File: src/rtl/tpd_pkg.sv
// Shared types, codes and helper functions for the port scan detector.
// No dependencies; every other file imports this package.
`default_nettype none
package tpd_pkg;

   localparam int DEF_HASH_BITS = 10;
   localparam int DEF_WAYS      = 4;
   localparam int DEF_HOSTS     = 8;

   // host count field holds list lengths up to 127
   localparam int HC_W = 7;

   localparam logic [2:0] STAT_IGNORED = 3'd0;
   localparam logic [2:0] STAT_DECIDED = 3'd1;
   localparam logic [2:0] STAT_REPEAT  = 3'd2;
   localparam logic [2:0] STAT_PENDING = 3'd3;
   localparam logic [2:0] STAT_BENIGN  = 3'd4;
   localparam logic [2:0] STAT_SCANNER = 3'd5;
   localparam logic [2:0] STAT_FULL    = 3'd6;

   localparam logic [1:0] DEC_PENDING = 2'd0;
   localparam logic [1:0] DEC_BENIGN  = 2'd1;
   localparam logic [1:0] DEC_SCANNER = 2'd2;

   localparam logic [2:0] REG_SUCCESS_STEP = 3'd0;
   localparam logic [2:0] REG_FAILURE_STEP = 3'd1;
   localparam logic [2:0] REG_LOWER_THR    = 3'd2;
   localparam logic [2:0] REG_UPPER_THR    = 3'd3;
   localparam logic [2:0] REG_PENDING_LIFE = 3'd4;
   localparam logic [2:0] REG_BENIGN_LIFE  = 3'd5;
   localparam logic [2:0] REG_SCANNER_LIFE = 3'd6;
   localparam logic [2:0] REG_CLEANUP      = 3'd7;

   localparam logic [31:0] CRC_POLY = 32'hEDB88320;
   localparam logic [31:0] ALL_ONES = 32'hFFFFFFFF;

   typedef struct packed {
      logic [15:0] success_step;
      logic [15:0] failure_step;
      logic [15:0] lower_threshold;
      logic [15:0] upper_threshold;
      logic [31:0] pending_lifetime;
      logic [31:0] benign_lifetime;
      logic [31:0] scanner_lifetime;
      logic [31:0] cleanup_interval;
   } cfg_type;

   typedef struct packed {
      logic            valid;
      logic [31:0]     source;
      logic [31:0]     subnet;
      logic [31:0]     mask;
      logic [15:0]     failed;
      logic [15:0]     success;
      logic [15:0]     score;
      logic [1:0]      decision;
      logic [31:0]     expiry;
      logic [HC_W-1:0] hosts;
   } entry_type;

   typedef struct packed {
      logic [2:0]  status;
      logic [31:0] source;
      logic [31:0] subnet;
      logic [31:0] mask;
      logic [15:0] failed;
      logic [15:0] success;
      logic [15:0] score;
   } res_type;

   function automatic logic [31:0] crc_byte(input logic [31:0] c, input logic [7:0] b);
      logic [31:0] r;
      r = c ^ {24'd0, b};
      for (int i = 0; i < 8; i++) begin
         r = r[0] ? ((r >> 1) ^ CRC_POLY) : (r >> 1);
      end
      return r;
   endfunction

   // now + life, saturating at all ones
   function automatic logic [31:0] later(input logic [31:0] now, input logic [31:0] life);
      logic [32:0] t;
      t = {1'b0, now} + {1'b0, life};
      return t[32] ? ALL_ONES : t[31:0];
   endfunction

   function automatic logic [15:0] sat_inc(input logic [15:0] v);
      return (v == 16'hFFFF) ? v : v + 16'd1;
   endfunction

   function automatic res_type entry_result(input logic [2:0] st, input entry_type e);
      res_type r;
      r.status  = st;
      r.source  = e.source;
      r.subnet  = e.subnet;
      r.mask    = e.mask;
      r.failed  = e.failed;
      r.success = e.success;
      r.score   = e.score;
      return r;
   endfunction

endpackage
`default_nettype wire

File: src/rtl/tpd_csr.sv
// Configuration register file behind the APB-style port.
// Depends on tpd_pkg.
`default_nettype none
module tpd_csr (
   input  wire logic          clock,
   input  wire logic          reset,
   input  wire logic          csr_psel,
   input  wire logic          csr_penable,
   input  wire logic          csr_pwrite,
   input  wire logic [4:0]    csr_paddr,
   input  wire logic [31:0]   csr_pwdata,
   output logic [31:0]        csr_prdata,
   output logic               csr_pready,
   output tpd_pkg::cfg_type   cfg
);
   import tpd_pkg::*;

   cfg_type    cfg_ff, cfg_in;
   logic [2:0] idx;
   logic       wr;

   assign csr_pready = 1'b1;
   assign idx        = csr_paddr[4:2];
   assign wr         = csr_psel & csr_penable & csr_pwrite & csr_pready;
   assign cfg        = cfg_ff;

   always_comb begin
      cfg_in = cfg_ff;
      if (wr) begin
         unique case (idx)
            REG_SUCCESS_STEP: cfg_in.success_step     = csr_pwdata[15:0];
            REG_FAILURE_STEP: cfg_in.failure_step     = csr_pwdata[15:0];
            REG_LOWER_THR:    cfg_in.lower_threshold  = csr_pwdata[15:0];
            REG_UPPER_THR:    cfg_in.upper_threshold  = csr_pwdata[15:0];
            REG_PENDING_LIFE: cfg_in.pending_lifetime = csr_pwdata;
            REG_BENIGN_LIFE:  cfg_in.benign_lifetime  = csr_pwdata;
            REG_SCANNER_LIFE: cfg_in.scanner_lifetime = csr_pwdata;
            REG_CLEANUP:      cfg_in.cleanup_interval = csr_pwdata;
         endcase
      end
   end

   always_comb begin
      unique case (idx)
         REG_SUCCESS_STEP: csr_prdata = {16'd0, cfg_ff.success_step};
         REG_FAILURE_STEP: csr_prdata = {16'd0, cfg_ff.failure_step};
         REG_LOWER_THR:    csr_prdata = {16'd0, cfg_ff.lower_threshold};
         REG_UPPER_THR:    csr_prdata = {16'd0, cfg_ff.upper_threshold};
         REG_PENDING_LIFE: csr_prdata = cfg_ff.pending_lifetime;
         REG_BENIGN_LIFE:  csr_prdata = cfg_ff.benign_lifetime;
         REG_SCANNER_LIFE: csr_prdata = cfg_ff.scanner_lifetime;
         REG_CLEANUP:      csr_prdata = cfg_ff.cleanup_interval;
      endcase
   end

   always_ff @(posedge clock) begin
      if (reset) begin
         cfg_ff.success_step     <= 16'hFE9D;
         cfg_ff.failure_step     <= 16'd355;
         cfg_ff.lower_threshold  <= 16'hF47D;
         cfg_ff.upper_threshold  <= 16'd2947;
         cfg_ff.pending_lifetime <= 32'd3600;
         cfg_ff.benign_lifetime  <= 32'd3600;
         cfg_ff.scanner_lifetime <= 32'd86400;
         cfg_ff.cleanup_interval <= 32'd10;
      end else begin
         cfg_ff <= cfg_in;
      end
   end
endmodule
`default_nettype wire

File: config.mk
export PLATFORM = sky130hd
export DESIGN_NAME = tpd_csr
export DESIGN_NICKNAME = d
export VERILOG_FILES = /design/src/rtl/tpd_pkg.sv /design/src/rtl/tpd_csr.sv
export SDC_FILE = /design/constraint.sdc
export NUM_CORES = 1
export LEC_CHECK = 0
export BUFFER_PORTS_ARGS = -buffer_cell sky130_fd_sc_hd__buf_4
export CAP_MARGIN = 20
export CORE_MARGIN = 4
export CORE_UTILIZATION = 46
export DETAILED_ROUTE_END_ITERATION = 16
export PLACE_DENSITY_LB_ADDON = 0.15
export SLEW_MARGIN = 25
export SYNTH_ARGS = -nofsm -noshare
export SYNTH_HDL_FRONTEND = slang
export SYNTH_SLANG_ARGS = --single-unit
export TNS_END_PERCENT = 1
File: constraint.sdc
create_clock -name clock -period 1.9 [get_ports clock]
set_clock_uncertainty 0.15 [all_clocks]
set_input_delay 0.38 -clock clock [delete_from_list [all_inputs] [get_ports clock]]
set_output_delay 0.38 -clock clock [all_outputs]
set_load 0.02 [all_outputs]
**Word-level counts from Yosys, hierarchy flattened**

Cells that the tools add are included.
W data, S select, Z words.

- Multiplexer cells: 1
- Bitwise operators: 2
- Reduce and logical (&&, ||, !) cells: 9
- Equality and inequality tests: 7

Operators with widths:

| cell | number |
|---|---|
| $pmux W32 S8 | 1 |
| $reduce_and A2 Y1 | 8 |
| $eq A3 B3 Y1 const B | 4 |
| $eq A3 B2 Y1 const B | 2 |
| $eq A3 B1 Y1 const B | 1 |
| $logic_not A3 Y1 | 1 |
| $and A1 B1 Y1 | 2 |

- Logic and storage cells: 27
- Bits in registers: 192
- Bits of input ports: 42
- Output and inout bits: 225

**Longest topological paths before layout**

Gate-level depths: netlist of run 1.

- Depth in word-level cells: 3
- Depth in mapped cells: 7
- Depth with buffers taken out: 4

**Worst setup path before layout of run 1**

OpenSTA, ideal clock, no wires.

- Path kind: input-to-output
- Start point: input port csr_paddr[4]
- End point: output port csr_prdata[14]
- Setup slack: -0.198 ns
- Data arrival time: 1.568 ns
- Required time: 1.370 ns
- Stages: 6
- Cells stage by stage: buf_2 buf_2 clkbuf_1 a221oi_1 a21oi_1 a21oi_1

- Longest elaborated chain between the ends: 2
- Elaborated cells on any way between the ends: 9
- Those cells by class: eq/ne (7); mux (1); reduce/logical (1)

Ends and longest elaborated chain:

| element | line | RTL |
|---|---|---|
| from (decl) | tpd_csr.sv:10 | `input wire logic [4:0] csr_paddr,` |
| $eq A3 B3 Y1 (tied with other cells) | tpd_csr.sv:44 | `unique case (idx)` |
| $pmux W32 S8 * | tpd_csr.sv:44 |  |
| to (decl) | tpd_csr.sv:12 | `output logic [31:0] csr_prdata,` |

Mark *: on every way between the ends. The rest lies on a longest branch, timed or not.

**Final worst setup path of run 1**

- Start point: input port csr_paddr[3]
- End point: output port csr_prdata[4]

The elaborated chain is that of the path after synthesis.

==> results of run 1 <==
-- cell usage in the layout (no fill, tap or decap), types with 17 or more instances in the layout --
| master | n |
|---|---|
| a21oi_1 | 145 |
| a221oi_2 | 26 |
| and2_4 | 17 |
| buf_12 | 24 |
| buf_4 | 284 |
| buf_6 | 31 |
| clkbuf_16 | 17 |
| dfxtp_1 | 131 |
| dfxtp_2 | 60 |
| nand2_1 | 373 |
| nand2b_1 | 17 |
| nand3b_1 | 41 |
| nor2_1 | 21 |
| nor2_2 | 19 |
-- cells by family after synthesis --
logic type / Yosys count
AO/OA/AOI/OAI: 220
buffers and inverters: 116
AND/OR/NAND/NOR: 507
multiplexers: 30
other: 1
flip-flops: 192
-- final cells by class --
cell class,instances,area [µm²]
well taps,229,287
repair buffers,341,3000
fillers,1505,5670
inverters,15,56.3
clock inverters,12,134
multi-input cells,758,4510
clock buffers,19,443
flip-flops and latches,192,3920
-- path summary, 6_finish.rpt --
kind / start / cells past startpoint / end
max reg2reg: cfg[144] / 3 / cfg[144]
min: csr_pwdata[16] / 3 / cfg[48]
min reg2reg: cfg[26] / 2 / cfg[26]
max: csr_paddr[3] / 8 / csr_prdata[4]
-- repair_timing --
action                                  CTS  global route
endpoints found under the setup margin   32            32
cloned                                    2             0
pin swaps                                20            12
resized for setup                       120            34
hold buffers                              0             0
buffers inserted                          5             1
-- routing by layer --
metal	GRT usage (%)	up-vias	routed length [µm]
li1	-	4091	-
met3	7.52	52	2880
met5	0	-	13
met1	36.3	4245	12000
met2	54.2	426	16200
met4	9.51	2	744
-- power by group --
part	leakage, nW	switching, mW	internal [mW]
clock	0.280	1.62	1.98
combinational	3.23	0.560	0.411
sequential	1.57	0.0345	4.06
-- critical path, cell delays in order --
cell and delay, ns:
buf_12 0.12, buf_6 0.13, nor2b_4 0.16, buf_6 0.16
a22o_1 0.19, a32oi_2 0.08, a21oi_2 0.20, buf_4 0.17
-- per-stage QoR --
step	hold WS, ns	utilization [%]	std cells
after floorplan	0.351	-	1066
after global placement	0.304	62.3	1527
after detailed placement	0.313	62.3	1527
after CTS	0.0341	67.9	1565
after global routing	0.0541	68.6	1566
final	0.0503	68.6	1566
==> metrics.md, run 1 <==
| Metric | Value |
|---|---|
| Die ar. | 20600 µm² |
| CTS Buf Count | 17 |
| CTS tree | built |
| Max Freq | 473 MHz |
| Final Critical Period | 2.11 ns |
| Synth Register Bits | 192 |
| # diodes | 0 |
| Synth area leader | dfxtp_1 |
| Final hold vios | 0 |
| Sink Count | 192 |
| Vias in the first global route | 8461 |
| H-Tree Depth | 4 |
| Worst Path Required | 1.37 ns |
| Ys async rst share | 0% |
| Mean post-synth cell area | 7.93 µm² |
| Crit path DAT | 1.58 ns |
| # IOs | 267 |
| Final Power | 8.66 mW |
| Initial Util | 46.9% |
| Final setup violation count | 32 |
| Placer Congestion | 0.887 |
| Peak supply drop | 0.643 mV |
| Status | finished with violations |
| Hpwl dp | 22400 µm |
| Largest net degree at the start of global routing | 64 |
| Row count | 49 |
| Area Growth Syn to Fin | 46.2% |
| CP Capture Type | output pin |
| Final Cell Area | 12400 µm² |
| # port buffers | 263 |
| Post-synthesis mux area share | 5.94% |
| Wire length of the first global-routing pass | 48300 µm |
| CP startpoint kind | primary input |
| XOR/XNOR share of the synthesized area | 0% |
| RSZ-0062 raised after global routing | true |
| Largest family of logic cells by synthesized area | simple AND/OR/NAND/NOR gates |
| Max reg flops | 192 |
| Synth Area in Compound Gates | 16.2% |
| Syn_nets | 1108 |
| DR pass1 iterations | 5 |
| Congestion Overflow GR | 0 |
| Vias | 8816 |
| Clk_lat worst skew | 0.43 ns |
| Adder-Cell Fraction of Synth Area | 0% |
| Worst R2R Setup Slack | 0.90 ns |
| Slew Limit Fails | 0 |
| Final cycle utilization of the critical path | 111% |
| Post-Route Setup TNS | -5.37 ns |
| Post-synthesis cell area | 8450 µm² |
| Post-synth EDFFs | 0 |
| DRT iter0 DRCs | 723 |
| Drt wl/cell | 20.4 µm |
| Main synth FF type | dfxtp_1 |
| Post-Route WL | 31900 µm |
| Synthesized instance count | 1066 |
| Max cap viols | 0 |
| Die Wd | 144 µm |
| Root buf cell | clkbuf_16 |
| Leakage | 5.08 nW |
| Die extent in y | 144 µm |
| Final #Nets | 1367 |
| Post-Synth Simple-Gate Area | 26.1% |
| Routed Antenna Nets | 0 |
| Top cells by area, synth | dfxtp_1 (45%), nand2_1 (17%), a21oi_1 (8.8%) |
| Yosys warning total | 0 |
| Post-route DRC violation count | 0 |
| Yosys top cell area share | 45.5% |
| Clk slew on worst S/H paths | 0.07 ns |
| Final worst slack | -0.214 ns |
| Post-synth top cells | nand2_1 (373), dfxtp_1 (192), a21oi_1 (148) |
| DP Area | 11200 µm² |
| CTS Buffer Depth | 2 |
| Setup WS pre-CTS | -0.394 ns |
| Gr usage total | 30.5% |
| CP Class | in -> out |
| Distinct cells, synth | 32 |
| Initial antenna violation count | 1 |
| Largest fanout on the critical path | 7 |
| DR vias/cell | 5.63 |
| Failing checks | negative setup slack |
| Register area share after synthesis | 45.5% |
| Most numerous cell in the Yosys netlist | nand2_1 |
| Hold Crit Class | in -> reg |
| CORE AREA | 18000 µm² |
| Share of cells above drive strength 1 | 40.6% |
| P per Cell Area | 700 nW/µm² |
Power figures use the tool's default switching activity.
==> run 2, diff against run 1 <==
--- a/config.mk
+++ b/config.mk
@@ -7,10 +7,11 @@
 export LEC_CHECK = 0
 export BUFFER_PORTS_ARGS = -buffer_cell sky130_fd_sc_hd__buf_4
 export CAP_MARGIN = 20
+export CORE_ASPECT_RATIO = 0.75
 export CORE_MARGIN = 4
 export CORE_UTILIZATION = 46
 export DETAILED_ROUTE_END_ITERATION = 16
-export PLACE_DENSITY_LB_ADDON = 0.15
+export PLACE_DENSITY_LB_ADDON = 0.25
 export SLEW_MARGIN = 25
 export SYNTH_ARGS = -nofsm -noshare
 export SYNTH_HDL_FRONTEND = slang
==> metrics.md, run 2 (synthesis gave the netlist of run 1 again) <==
| Metric | Value |
|---|---|
| # IOs | 267 |
| Max cap viols | 0 |
| Final Critical Period | 2.21 ns |
| Rel. slew slack | 63.0% |
| Most common cell after layout, fill and taps aside | nand2_1 |
| CTS tree | built |
| Status | finished with violations |
| DR pass1 iterations | 5 |
| Setup WS pre-CTS | -0.776 ns |
| # diodes | 0 |
| Drt wl/cell | 20.5 µm |
| Largest fanout on the critical path | 15 |
| Vias | 8809 |
| Clk_lat worst skew | 0.43 ns |
| CTS Buffer Depth | 2 |
| Hold Crit Class | in -> reg |
| Die ar. | 20600 µm² |
| Initial Util | 47.5% |
| Die Wd | 165 µm |
| CP Capture Type | output pin |
| Max reg flops | 192 |
| Critical path cell sequence | buf_4 > buf_6 > or3_4 > buf_4 > o22a_1 > buf_6 |
| Commonest cells after routing, fill and taps aside | nand2_1 (373), buf_4 (308), dfxtp_1 (177) |
| Peak supply drop | 0.497 mV |
| Routed Antenna Nets | 0 |
| Root buf cell | clkbuf_16 |
| Row count | 42 |
| CTS Buf Count | 17 |
| Clk slew on worst S/H paths | 0.07 ns |
| Largest net degree at the start of global routing | 45 |
| RSZ-0062 raised after global routing | true |
| Final worst slack | -0.313 ns |
| CORE AREA | 17800 µm² |
| Layout fillers | 1396 |
| Final setup violation count | 32 |
| DRT iter0 DRCs | 808 |
| Hpwl dp | 22900 µm |
| Post-Route WL | 32400 µm |
| DR vias/cell | 5.55 |
| Area Growth Syn to Fin | 46.8% |
| Multi-input gate area | 4580 µm² |
| Final #Nets | 1373 |
| Congestion Overflow GR | 0 |
| Placer Congestion | 0.910 |
| Max Freq | 452 MHz |
| Failing checks | negative setup slack |
| Vias in the first global route | 8413 |
| Critical path launch point | csr_paddr[2] |
| P per Cell Area | 719 nW/µm² |
| Gr usage total | 30.4% |
| Post-route DRC violation count | 0 |
| Finished Layout Cells | 1586 |
| Sink Count | 192 |
| Final cycle utilization of the critical path | 116% |
| CP startpoint kind | primary input |
| H-Tree Depth | 4 |
| Slew Limit Fails | 0 |
| Reg2reg start | cfg[159] |
| Worst Path Required | 1.37 ns |
| CP max stage cell | or3_4 |
| Initial antenna violation count | 0 |
| # port buffers | 263 |
| CP Class | in -> out |
| Share of cells above drive strength 1 | 36.4% |
| CP peak stage delay | 0.39 ns |
| Worst Max-Slew Pin Slew | 0.554 ns |
| Leakage | 5.10 nW |
| Wire length of the first global-routing pass | 49100 µm |
| Placed cells | 1537 |
| Sequential cell area | 3860 µm² |
| Crit path DAT | 1.68 ns |
| Final hold vios | 0 |
| Die extent in y | 125 µm |
| Hold wc startpoint | csr_pwdata[16] |
run 2: changes by cell type in the layout (fill, tap and decap cells not counted), sizes merged:
cell	change
and2	+1
buf	+4
bufbuf	+1
bufinv	+1
clkinv	-3
clkinvlp	+1
inv	+2
run 2: layout make-up:
| type | instances | area share (%) |
|---|---|---|
| Tap cell | 242 | 2.44 |
| Timing Repair Buffer | 346 | 24.1 |
| Multi-Input combinational cell | 759 | 36.9 |
| Clock inverter | 13 | 1.43 |
| Clock buffer | 19 | 3.57 |
| Inverter | 15 | 0.454 |
| Sequential cell | 192 | 31.1 |
run 2: critical path: cells and delay by family:
family | cells | cell delay [ns]
buffers and inverters | 4 | 0.66
AOI/OAI and AO/OA | 1 | 0.24
and+or+nand+nor | 1 | 0.39
run 2: routing by layer:
metal	share of wire, %	wire (µm)	up-vias	track usage, %
met5	0	0	-	0
met2	42	13700	501	42.3
li1	-	-	4108	-
met3	12	4000	38	11.1
met4	1.5	499	0	7.58
met1	44	14200	4162	44.7
run 2: final timing paths:
path | end | slack (ns) | depth (start not counted)
worst max-delay path | csr_prdata[12] | -0.31 | 6
worst min-delay path | cfg[48] | 0.04 | 3
worst min register to register | cfg[92] | 0.32 | 2
worst max register to register | cfg[159] | 0.88 | 3
run 2: through the flow:
stage	TNS, ns	hold slack [ns]	area (µm²)	util, %	total power, mW
2_1_floorplan	-0.503	0.351	8660	-	4.67
3_3_place_gp	-41.97	0.308	11100	62.3	5.03
3_5_place_dp	-46.46	0.313	11100	62.3	5.04
4_1_cts	-8.40	0.0227	12200	68.4	8.89
5_1_grt	-10.02	0.0491	12400	69.7	9.17
6_report	-8.55	0.0421	12400	69.7	8.92
run 2: power breakdown:
part	switching (mW)	total [mW]	internal [mW]
registers	0.0348	4.09	4.06
clock network	1.67	3.81	2.14
logic	0.584	1.02	0.435
total	2.29	8.92	6.63
run 2: repair_timing:
item,CTS,global route
resized for setup,72,28
pin swaps,14,16
cloned,3,0
hold buffers,0,0
buffers inserted,9,5
setup endpoints to repair,32,32
