<file path="src/rtl/tpd_pkg.sv">
// Shared types, codes and helper functions for the port scan detector.
// No dependencies; every other file imports this package.
`default_nettype none
package tpd_pkg;

   localparam int DEF_HASH_BITS = 10;
   localparam int DEF_WAYS      = 4;
   localparam int DEF_HOSTS     = 8;

   // host count field holds list lengths up to 127
   localparam int HC_W = 7;

   localparam logic [2:0] STAT_IGNORED = 3'd0;
   localparam logic [2:0] STAT_DECIDED = 3'd1;
   localparam logic [2:0] STAT_REPEAT  = 3'd2;
   localparam logic [2:0] STAT_PENDING = 3'd3;
   localparam logic [2:0] STAT_BENIGN  = 3'd4;
   localparam logic [2:0] STAT_SCANNER = 3'd5;
   localparam logic [2:0] STAT_FULL    = 3'd6;

   localparam logic [1:0] DEC_PENDING = 2'd0;
   localparam logic [1:0] DEC_BENIGN  = 2'd1;
   localparam logic [1:0] DEC_SCANNER = 2'd2;

   localparam logic [2:0] REG_SUCCESS_STEP = 3'd0;
   localparam logic [2:0] REG_FAILURE_STEP = 3'd1;
   localparam logic [2:0] REG_LOWER_THR    = 3'd2;
   localparam logic [2:0] REG_UPPER_THR    = 3'd3;
   localparam logic [2:0] REG_PENDING_LIFE = 3'd4;
   localparam logic [2:0] REG_BENIGN_LIFE  = 3'd5;
   localparam logic [2:0] REG_SCANNER_LIFE = 3'd6;
   localparam logic [2:0] REG_CLEANUP      = 3'd7;

   localparam logic [31:0] CRC_POLY = 32'hEDB88320;
   localparam logic [31:0] ALL_ONES = 32'hFFFFFFFF;

   typedef struct packed {
      logic [15:0] success_step;
      logic [15:0] failure_step;
      logic [15:0] lower_threshold;
      logic [15:0] upper_threshold;
      logic [31:0] pending_lifetime;
      logic [31:0] benign_lifetime;
      logic [31:0] scanner_lifetime;
      logic [31:0] cleanup_interval;
   } cfg_type;

   typedef struct packed {
      logic            valid;
      logic [31:0]     source;
      logic [31:0]     subnet;
      logic [31:0]     mask;
      logic [15:0]     failed;
      logic [15:0]     success;
      logic [15:0]     score;
      logic [1:0]      decision;
      logic [31:0]     expiry;
      logic [HC_W-1:0] hosts;
   } entry_type;

   typedef struct packed {
      logic [2:0]  status;
      logic [31:0] source;
      logic [31:0] subnet;
      logic [31:0] mask;
      logic [15:0] failed;
      logic [15:0] success;
      logic [15:0] score;
   } res_type;

   function automatic logic [31:0] crc_byte(input logic [31:0] c, input logic [7:0] b);
      logic [31:0] r;
      r = c ^ {24'd0, b};
      for (int i = 0; i < 8; i++) begin
         r = r[0] ? ((r >> 1) ^ CRC_POLY) : (r >> 1);
      end
      return r;
   endfunction

   // now + life, saturating at all ones
   function automatic logic [31:0] later(input logic [31:0] now, input logic [31:0] life);
      logic [32:0] t;
      t = {1'b0, now} + {1'b0, life};
      return t[32] ? ALL_ONES : t[31:0];
   endfunction

   function automatic logic [15:0] sat_inc(input logic [15:0] v);
      return (v == 16'hFFFF) ? v : v + 16'd1;
   endfunction

   function automatic res_type entry_result(input logic [2:0] st, input entry_type e);
      res_type r;
      r.status  = st;
      r.source  = e.source;
      r.subnet  = e.subnet;
      r.mask    = e.mask;
      r.failed  = e.failed;
      r.success = e.success;
      r.score   = e.score;
      return r;
   endfunction

endpackage
`default_nettype wire

</file>
<file path="src/rtl/tpd_hash.sv">
// Bucket hash: CRC-32 over the two low address bytes, one byte per cycle.
// Depends on tpd_pkg.
`default_nettype none
module tpd_hash #(
   parameter int HASH_BITS = tpd_pkg::DEF_HASH_BITS
) (
   input  wire logic                 clock,
   input  wire logic                 reset,
   input  wire logic                 run,
   input  wire logic [15:0]          ip,
   output logic                      done,
   output logic [HASH_BITS-1:0]      bucket
);
   import tpd_pkg::*;

   logic [1:0]  step_ff, step_in;
   logic [31:0] crc_ff, crc_in;

   always_comb begin
      step_in = step_ff;
      crc_in  = crc_ff;
      if (!run) begin
         step_in = 2'd0;
         crc_in  = ALL_ONES;
      end else if (step_ff == 2'd0) begin
         crc_in  = crc_byte(crc_ff, ip[15:8]);
         step_in = 2'd1;
      end else if (step_ff == 2'd1) begin
         crc_in  = crc_byte(crc_ff, ip[7:0]);
         step_in = 2'd2;
      end
   end

   assign done   = run && (step_ff == 2'd2);
   assign bucket = ~crc_ff[HASH_BITS-1:0];

   always_ff @(posedge clock) begin
      if (reset) begin
         step_ff <= 2'd0;
         crc_ff  <= ALL_ONES;
      end else begin
         step_ff <= step_in;
         crc_ff  <= crc_in;
      end
   end
endmodule
`default_nettype wire

</file>
<file path="config.mk">
export PLATFORM = sky130hd
export DESIGN_NAME = tpd_hash
export DESIGN_NICKNAME = d
export VERILOG_FILES = /design/src/rtl/tpd_pkg.sv /design/src/rtl/tpd_hash.sv
export SDC_FILE = /design/constraint.sdc
export NUM_CORES = 1
export LEC_CHECK = 0
export BUFFER_PORTS_ARGS = -buffer_cell sky130_fd_sc_hd__buf_2
export CAP_MARGIN = 5
export CORE_ASPECT_RATIO = 1.2
export CORE_MARGIN = 2
export CORE_UTILIZATION = 50
export DETAILED_ROUTE_END_ITERATION = 8
export PLACE_DENSITY = 0.69
export SKIP_LAST_GASP = 1
export SLEW_MARGIN = 25
export SYNTH_ARGS = -nofsm -noshare
export SYNTH_HDL_FRONTEND = slang
export SYNTH_SLANG_ARGS = --single-unit
export TNS_END_PERCENT = 10
</file>
<file path="constraint.sdc">
create_clock -name clock -period 5.9 [get_ports clock]
set_clock_uncertainty 0.15 [all_clocks]
set_input_delay 0.295 -clock clock [delete_from_list [all_inputs] [get_ports clock]]
set_output_delay 0.295 -clock clock [all_outputs]
set_load 0.02 [all_outputs]
</file>
After elaboration in Yosys (flattened, before gate mapping)
Cells that the tools add are included.
{"block": "totals", "register_bits": 34, "latchBits": 0, "ram_bits": 0, "mem_bits_ro": 0, "in_bits": 19, "out_inout_bits": 11, "word_cells": 50, "memories": 0}
{"block": "classes", "n_addsub": 0, "mul": 0, "div": 0, "n_lt_le_gt_ge": 0, "n_eq_ne": 2, "n_shift": 0, "mux": 20, "bitwise": 20, "reduce_logical": 5}
{"operator": "two-way mux 32 bit", "n": 18}
{"operator": "NOT 13 -> 14 bit", "n": 16}
{"operator": "XOR 32 x 8 -> 32 bit", "n": 2}
{"operator": "NOT 10 bit", "n": 1}
{"operator": "OR reduction 3 bit", "n": 1}
{"operator": "equality test 2 x 1 -> 1 bit, second input constant", "n": 1}
{"operator": "equality test 2 bit, second input constant", "n": 1}
{"operator": "logical NOT 2 bit", "n": 1}
{"operator": "two-way mux 1 bit", "n": 2}
{"operator": "nonzero test 2 bit", "n": 1}
{"operator": "OR reduction 2 bit", "n": 1}
{"operator": "logical AND 1 bit", "n": 1}
{"operator": "NOT 1 bit", "n": 1}

Longest topological paths before layout
Gate-level depths: netlist of the first run.
{"block": "depth", "word_depth": 19, "depth_mapped": 7, "depth_no_buf": 6}

Worst setup path before layout of the first run
OpenSTA, ideal clock, no wires.
{"block": "synth_timing", "path_type": "register -> register", "startpoint": "register crc_ff[3]", "endpoint": "register crc_ff[15]", "setup_time_ns": 0.129, "arrival_time_ns": 1.832, "required_ns": 5.621, "path_slack_ns": 3.789, "path_stages_with_launch": 8, "n_path_buf": 1, "period_less_slack_ns": 2.111, "cell_sequence": "dfxtp_1 > buf_4 > xnor2_2 > xnor3_2 > xor2_1 > mux2i_1 > nor4b_1 > a211oi_1"}
{"block": "synth_between", "elab_chain_len": 12, "elab_cells_between_ends": 22, "cone_classes": "18 x mux; 4 x bitwise"}
{"element": "start, declared", "line": "tpd_hash.sv:17", "source": "logic [31:0] crc_ff, crc_in;"}
{"element": "start signal, assigned", "line": "tpd_hash.sv:43", "source": "crc_ff <= crc_in;"}
{"element": "XOR 32 x 8 -> 32 bit", "line": "tpd_pkg.sv:73", "source": "r = c ^ {24'd0, b};"}
{"element": "two-way mux 32 bit (7 in series)", "line": "tpd_pkg.sv:75", "source": "r = r[0] ? ((r >> 1) ^ CRC_POLY) : (r >> 1);"}
{"element": "NOT 13 -> 14 bit (no source line)"}
{"element": "two-way mux 32 bit", "line": "tpd_pkg.sv:75"}
{"element": "two-way mux 32 bit", "line": "tpd_hash.sv:28", "source": "end else if (step_ff == 2'd1) begin"}
{"element": "two-way mux 32 bit (*)", "line": "tpd_hash.sv:25", "source": "end else if (step_ff == 2'd0) begin"}
Mark *: on every way between the ends. The rest lies on a longest branch, timed or not. The select of a mux whose other input is x is not followed.
A chain may end at the register's enable or synchronous reset.

Worst setup path after layout of the first run
{"block": "layout_timing", "startpoint": "register crc_ff[4]", "endpoint": "register crc_ff[21]"}
{"block": "layout_between", "elab_chain_len": 13, "elab_cells_between_ends": 24, "cone_classes": "18 x mux; 6 x bitwise"}
{"element": "XOR 32 x 8 -> 32 bit", "line": "tpd_pkg.sv:73"}
{"element": "two-way mux 32 bit (5 in series)", "line": "tpd_pkg.sv:75"}
{"element": "NOT 13 -> 14 bit (no source line)"}
{"element": "two-way mux 32 bit (2 in series)", "line": "tpd_pkg.sv:75"}
{"element": "NOT 13 -> 14 bit (no source line)"}
{"element": "two-way mux 32 bit", "line": "tpd_pkg.sv:75"}
{"element": "two-way mux 32 bit", "line": "tpd_hash.sv:28"}
{"element": "two-way mux 32 bit (*)", "line": "tpd_hash.sv:25"}
Marks and branches as above.

==> results of run 1 <==
==> synth_stat cells (4+ instances only) <==
cell	count	area, um2
nor3b_1	5	37.5
mux2i_1	26	260
xnor2_2	8	130
a21oi_1	12	60.1
nand2b_1	4	25.0
nor4_1	4	25.0
inv_1	12	45.0
o21ai_0	5	25.0
buf_2	7	35.0
clkbuf_1	9	33.8
nor2_1	11	41.3
nand2_1	29	109
xnor2_1	88	771
xor2_1	22	193
and3_1	5	31.3
dfxtp_1	34	681
==> sequential cells by signal, summed over array words and instances, names as in the netlist <==
register	cells
crc_ff	32
step_ff	2
==> power groups by stage <==
| stage | Combinational (mW) | Clock, mW | Sequential (mW) |
|---|---|---|---|
| floorplan | 1.39 | 0 | 0.357 |
| global placement | 1.62 | 0 | 0.410 |
| detailed placement | 1.64 | 0 | 0.414 |
| CTS | 1.66 | 0.229 | 0.408 |
| global route | 1.80 | 0.235 | 0.419 |
| finish | 1.67 | 0.224 | 0.407 |
==> worst max-delay path, stage by stage, from the launching register on <==
cell,delay [ps]
dfxtp_1,590
xnor2_1,270
xnor2_1,560
xnor2_1,220
mux2i_1,140
and4b_1,240
a311oi_1,200
==> placed cells by master (no fill, tap or decap), drive strengths merged, types with 3 or more instances in the layout <==
cell type   n
nand2      29
mux2i      26
a21oi      12
and3        5
o21ai       6
nand2b      4
a31oi       3
buf        29
nand3b      3
xnor2      97
nor3b       5
xor2       25
and4b       3
a211oi      3
nor2       11
o2111ai     3
o211ai      3
clkbuf      6
nor4        4
inv        12
dfxtp      34
xnor3       4
==> cell type report <==
cell class / count / area [um2]
tap: 80 / 100
multi-input combinational: 260 / 2170
fill: 529 / 2450
timing repair buffer: 29 / 145
sequential: 34 / 684
clock buffer: 6 / 82.6
inverter: 12 / 45.0
clock inverter: 1 / 30.0
==> per-layer routing <==
metal	share of wire	wire (um)	global-route usage	vias up
met5	0	0	0	-
met4	0.030	210	0.0860	0
met3	0.043	306	0.0330	16
met2	0.50	3530	0.401	62
met1	0.43	3040	0.301	1049
li1	-	-	-	1115
==> metrics by stage <==
step / instances / hold slack, ps / total power [mW] / area, um2
final: 422 / 189 / 2.31 / 3260
after global placement: 415 / 325 / 2.03 / 3140
after global routing: 422 / 202 / 2.45 / 3260
after detailed placement: 415 / 333 / 2.06 / 3140
after CTS: 422 / 259 / 2.30 / 3250
after floorplan: 326 / 306 / 1.74 / 2980
==> worst min-delay path by stage <==
| stage | startpoint | to | slack [ps] | depth (start not counted) |
|---|---|---|---|---|
| finish | reset | crc_ff[6] | 190 | 3 |
| global route | reset | crc_ff[6] | 200 | 3 |
| CTS | reset | crc_ff[6] | 260 | 3 |
| detailed placement | crc_ff[21] | crc_ff[21] | 330 | 2 |
| global placement | crc_ff[29] | crc_ff[29] | 320 | 2 |
| floorplan | crc_ff[29] | crc_ff[29] | 310 | 2 |
==> kinds of logic after synthesis <==
| kind of cell | Yosys count | share of synthesized area |
|---|---|---|
| xor gates and xnor gates | 128 | 0.439 |
| AOI/OAI and AO/OA | 36 | 0.0781 |
| muxes | 26 | 0.0873 |
| DFF | 34 | 0.228 |
| and+or+nand+nor | 70 | 0.120 |
| buffers and inverters | 32 | 0.0470 |
==> impl_metrics.json, run 1 <==
{
  "status": "finished clean",
  "grt_pass1_wl_mm": 11.5,
  "crit_path_end": "crc_ff[21]",
  "cts_tree": "built",
  "synth_edf_count": 0,
  "crit_start": "crc_ff[4]",
  "clock-root-buffer": "clkbuf_8",
  "switching_power_mw": 1.07,
  "cp.required_ps": 5950,
  "grt-ovfl-total": 0,
  "dp_slack_ps": 3290,
  "cts_setup_buffers": 0,
  "antenna_found_initial": 0,
  "vias": 2242,
  "fmax_mhz": 406,
  "dieArea_mm2": 0.00660,
  "r2r_cells": 6,
  "layout-area-overhead-vs-synth_pct": 9.19,
  "diodes": 0,
  "avgSynthCellArea_um2": 9.15,
  "routed_wl_mm": 7.09,
  "clockPowerShare": 0.097,
  "synth_seq_cells": 34,
  "top_level_ports": 30,
  "regToRegSetupSlack_ps": 3440,
  "synth_ff_type": "dfxtp_1",
  "ctsHtreeMaxLevel": 2,
  "clock_latency_ps": 290,
  "grt_pass1_vias": 2187,
  "path_max_fanout": 6,
  "worstReg2RegEnd": "crc_ff[21]",
  "portBuffers": 29,
  "die_x_um": 74.5,
  "grt_start_max_net_pins": 62,
  "async_flop_share": 0,
  "cts.sinks": 34,
  "finalNetCount": 361,
  "ys_types": 39,
  "globalplace.congestion": 0.942,
  "pwr-share-comb": 0.726,
  "finalCriticalPeriod_ps": 2460,
  "netlist_instances": 326,
  "ir_drop_mv": 0.322,
  "powerDensity_mw_per_mm2": 708,
  "drive_gt1_frac": 0.149,
  "path_clk_slew_ps": 70,
  "viasPerCell": 5.31,
  "hold_violations": 0,
  "crit_arrival_ps": 2510,
  "timing.rr.start": "crc_ff[4]",
  "hpwl_mm": 5.28,
  "ctsHoldBuffers": 0,
  "drv_slew": 0,
  "drv_cap": 0,
  "drc": 0,
  "fin_crit_sh": 0.418,
  "crit_type": "reg -> reg",
  "total_leakage_power_nw": 1.40,
  "p_seq_frac": 0.177,
  "clock_path_buffers": 2,
  "internal-power_mw": 1.24,
  "fin_setup_tns_ps": 0,
  "synth_warnings": 0,
  "drtIter0Drc": 134,
  "yosysSeqAreaShare": 0.228,
  "first_pass_iters": 4,
  "coreArea_mm2": 0.00571,
  "fp-row-count": 30,
  "final_util": 0.571,
  "hold_path.class": "in -> reg",
  "ant_nets": 0,
  "initial_utilization": 0.523,
  "rsz0062_at_grt": "no",
  "p_sw_frac": 0.463,
  "slew_headroom": 0.382,
  "finalSetupViolCount": 0,
  "synth_area_mm2": 0.00298,
  "cts.repair.resized": 0,
  "chipHeight_um": 88.6,
  "setup_ws_ps": 3440,
  "track_usage": 0.235,
  "cts-buffers-inserted": 5,
  "cp-start-kind": "flop",
  "tightest_slew_ps": 926,
  "syn_nets": 345,
  "wl_per_cell_um": 16.8,
  "crit_path_end_kind": "flop"
}
No activity file was read; power rests on OpenSTA's default activity.
==> run 2, diff against run 1 <==
--- a/config.mk
+++ b/config.mk
@@ -11,7 +11,7 @@
 export CORE_MARGIN = 2
 export CORE_UTILIZATION = 50
 export DETAILED_ROUTE_END_ITERATION = 8
-export PLACE_DENSITY = 0.69
+export PLACE_DENSITY = 0.72
 export SKIP_LAST_GASP = 1
 export SLEW_MARGIN = 25
 export SYNTH_ARGS = -nofsm -noshare
==> constraint.sdc (replaced) <==
create_clock -name clock -period 2.1 [get_ports clock]
set_clock_uncertainty 0.15 [all_clocks]
set_input_delay 0.105 -clock clock [delete_from_list [all_inputs] [get_ports clock]]
set_output_delay 0.105 -clock clock [all_outputs]
set_load 0.02 [all_outputs]
==> run 2 against run 1 <==
Die area did not move. Clock power up 140%. Combinational power increased to 3.2 times the previous value. First-iteration DRC count increased by 3.0%. Fmax increased by 18%. Clock-buffer cell count did not move. Flip-flop and latch count unchanged. Global-route usage increased by 1.9 points. Critical path depth is 1 higher. Setup slack got worse by 3400 ps. Critical path type unchanged. Critical endpoint is now crc_ff[7].
==> impl_metrics.json, run 2 (synthesis gave the netlist of run 1 again) <==
{
  "holdPathEnd": "crc_ff[0]",
  "cp_common_cell": "xnor2_1",
  "design_area_mm2": 0.00365,
  "status": "finished clean",
  "regToRegSetupSlack_ps": 20,
  "clock_path_buffers": 2,
  "largest_reg_flops": 32,
  "timing.rr.start": "crc_ff[5]",
  "rsz0062_at_grt": "yes",
  "slew_headroom": 0.652,
  "cp-start-kind": "flop",
  "final_common_cell": "xnor2_1",
  "drv_cap": 0,
  "grt_pass1_vias": 2428,
  "grt_start_max_net_pins": 43,
  "critPathTopFamily": "XOR/XNOR gates",
  "fp-row-count": 30,
  "cts-buffers-inserted": 5,
  "critPathMaxStageDelay_ps": 400,
  "dieArea_mm2": 0.00660,
  "clock-root-buffer": "clkbuf_8",
  "antenna_found_initial": 0,
  "ant_nets": 0,
  "regArea_um2": 687,
  "path_clk_slew_ps": 80,
  "fin_crit_sh": 0.992,
  "total_leakage_power_nw": 1.63,
  "ctsHtreeMaxLevel": 2,
  "globalplace.congestion": 0.902,
  "path_depth": 7,
  "drive_gt1_frac": 0.279,
  "multi_input_area_mm2": 0.00226,
  "routed_wl_mm": 7.88,
  "hpwl_mm": 5.87,
  "viasPerCell": 5.28,
  "finalCriticalPeriod_ps": 2080,
  "top_register": "crc_ff",
  "coreArea_mm2": 0.00571,
  "first_pass_iters": 4,
  "hp-start": "reset",
  "cp_cell_sequence": "xnor2_1, buf_4, xnor2_1, xnor2_1, mux2i_1, xnor2_1, a21oi_1",
  "r2r_cells": 7,
  "crit_path_top_delay_cell": "dfxtp_1",
  "tightest_slew_ps": 520,
  "fmax_mhz": 480,
  "layout-area-overhead-vs-synth_pct": 22.6,
  "cp.required_ps": 2130,
  "cts_tree": "built",
  "finalSetupViolCount": 0,
  "hold_violations": 0,
  "final_cell_mix": "xnor2_1, buf_4, dfxtp_1, buf_2, nand2_1",
  "finalNetCount": 402,
  "vias": 2452,
  "die_x_um": 74.5,
  "wl_per_cell_um": 17.0,
  "ir_drop_mv": 1.03,
  "cts.sinks": 34,
  "fill_cells": 497,
  "grt_pass1_wl_mm": 12.4,
  "crit_arrival_ps": 2120,
  "worstReg2RegEnd": "crc_ff[7]",
  "grt-ovfl-total": 0,
  "portBuffers": 29,
  "path_max_fanout": 4,
  "crit_type": "reg -> reg",
  "initial_utilization": 0.523,
  "hold_path.class": "in -> reg",
  "powerDensity_mw_per_mm2": 1930,
  "drtIter0Drc": 138,
  "setup_ws_ps": 16.3,
  "dp_slack_ps": -114,
  "drv_slew": 0,
  "chipHeight_um": 88.6,
  "crit_path_end_kind": "flop",
  "diodes": 0,
  "track_usage": 0.254,
  "top_regs": "crc_ff (32), step_ff (2)",
  "post_dp_cell_area_mm2": 0.00345,
  "top_level_ports": 30,
  "drc": 0,
  "clock_latency_ps": 300,
  "critPathBufInv": 1,
  "whs_path_depth": 4
}
## run 2: changes by cell type in the layout (fill, tap and decap cells not counted), sizes merged
| cell | previous run | this run |
|---|---|---|
| buf | 29 | 70 |
| bufinv | 1 | 0 |
| clkinv | 0 | 1 |
| clkinvlp | 0 | 1 |
## run 2: per-stage QoR
step / setup TNS [ps] / instances / hold slack [ps] / total power, mW / utilization
floorplan: 0 / 326 / 243 / 4.91 / -
global placement: -16.9 / 454 / 329 / 6.13 / 0.605
detailed placement: -172 / 454 / 333 / 6.23 / 0.605
CTS: -17.9 / 462 / 37.7 / 6.89 / 0.629
global route: -434 / 464 / 59.8 / 7.49 / 0.641
finish: 0 / 464 / 46.1 / 7.06 / 0.641
## run 2: layout make-up
cell class                      instances  share of cell area
Sequential cell                        34               0.188
Timing Repair Buffer                   70               0.127
Clock buffer                            6              0.0226
Tap cell                               80              0.0274
Clock inverter                          2             0.00342
Multi-Input combinational cell        260               0.619
Inverter                               12              0.0123
## run 2: routing by layer
| metal | GRT usage | vias up | part of all wire |
|---|---|---|---|
| li1 | - | 1197 | - |
| met1 | 0.305 | 1153 | 0.41 |
| met2 | 0.456 | 83 | 0.51 |
| met3 | 0.0342 | 19 | 0.045 |
| met4 | 0.0958 | 0 | 0.032 |
| met5 | 0 | - | 0 |
## run 2: worst max-delay path by stage
stage                         start          to  slack (ps)
final                     crc_ff[5]   crc_ff[7]          20
after global routing      crc_ff[4]  crc_ff[23]         -70
after CTS                 crc_ff[7]  crc_ff[15]         -10
after detailed placement  crc_ff[1]  crc_ff[15]        -110
after global placement    crc_ff[1]  crc_ff[15]         -20
after floorplan           crc_ff[2]  crc_ff[26]           7
## run 2: timing repair
| action | 4_1_cts | 5_1_grt |
|---|---|---|
| buffers inserted | 0 | 2 |
| hold buffers | 0 | 0 |
| pin swaps | 0 | 1 |
| setup endpoints to repair | 8 | 19 |
| resized for setup | 6 | 10 |
## run 2: tightest hold or removal path: cells and delay by family
family / cells / cell delay [ps]
buffers and inverters: 2 / 260
and+or+nand+nor: 2 / 100
## run 2: power breakdown
group          internal [mW]  switching (mW)
clock                  0.264           0.278
sequential             0.873           0.252
combinational           2.73            2.66
total                   3.87            3.20
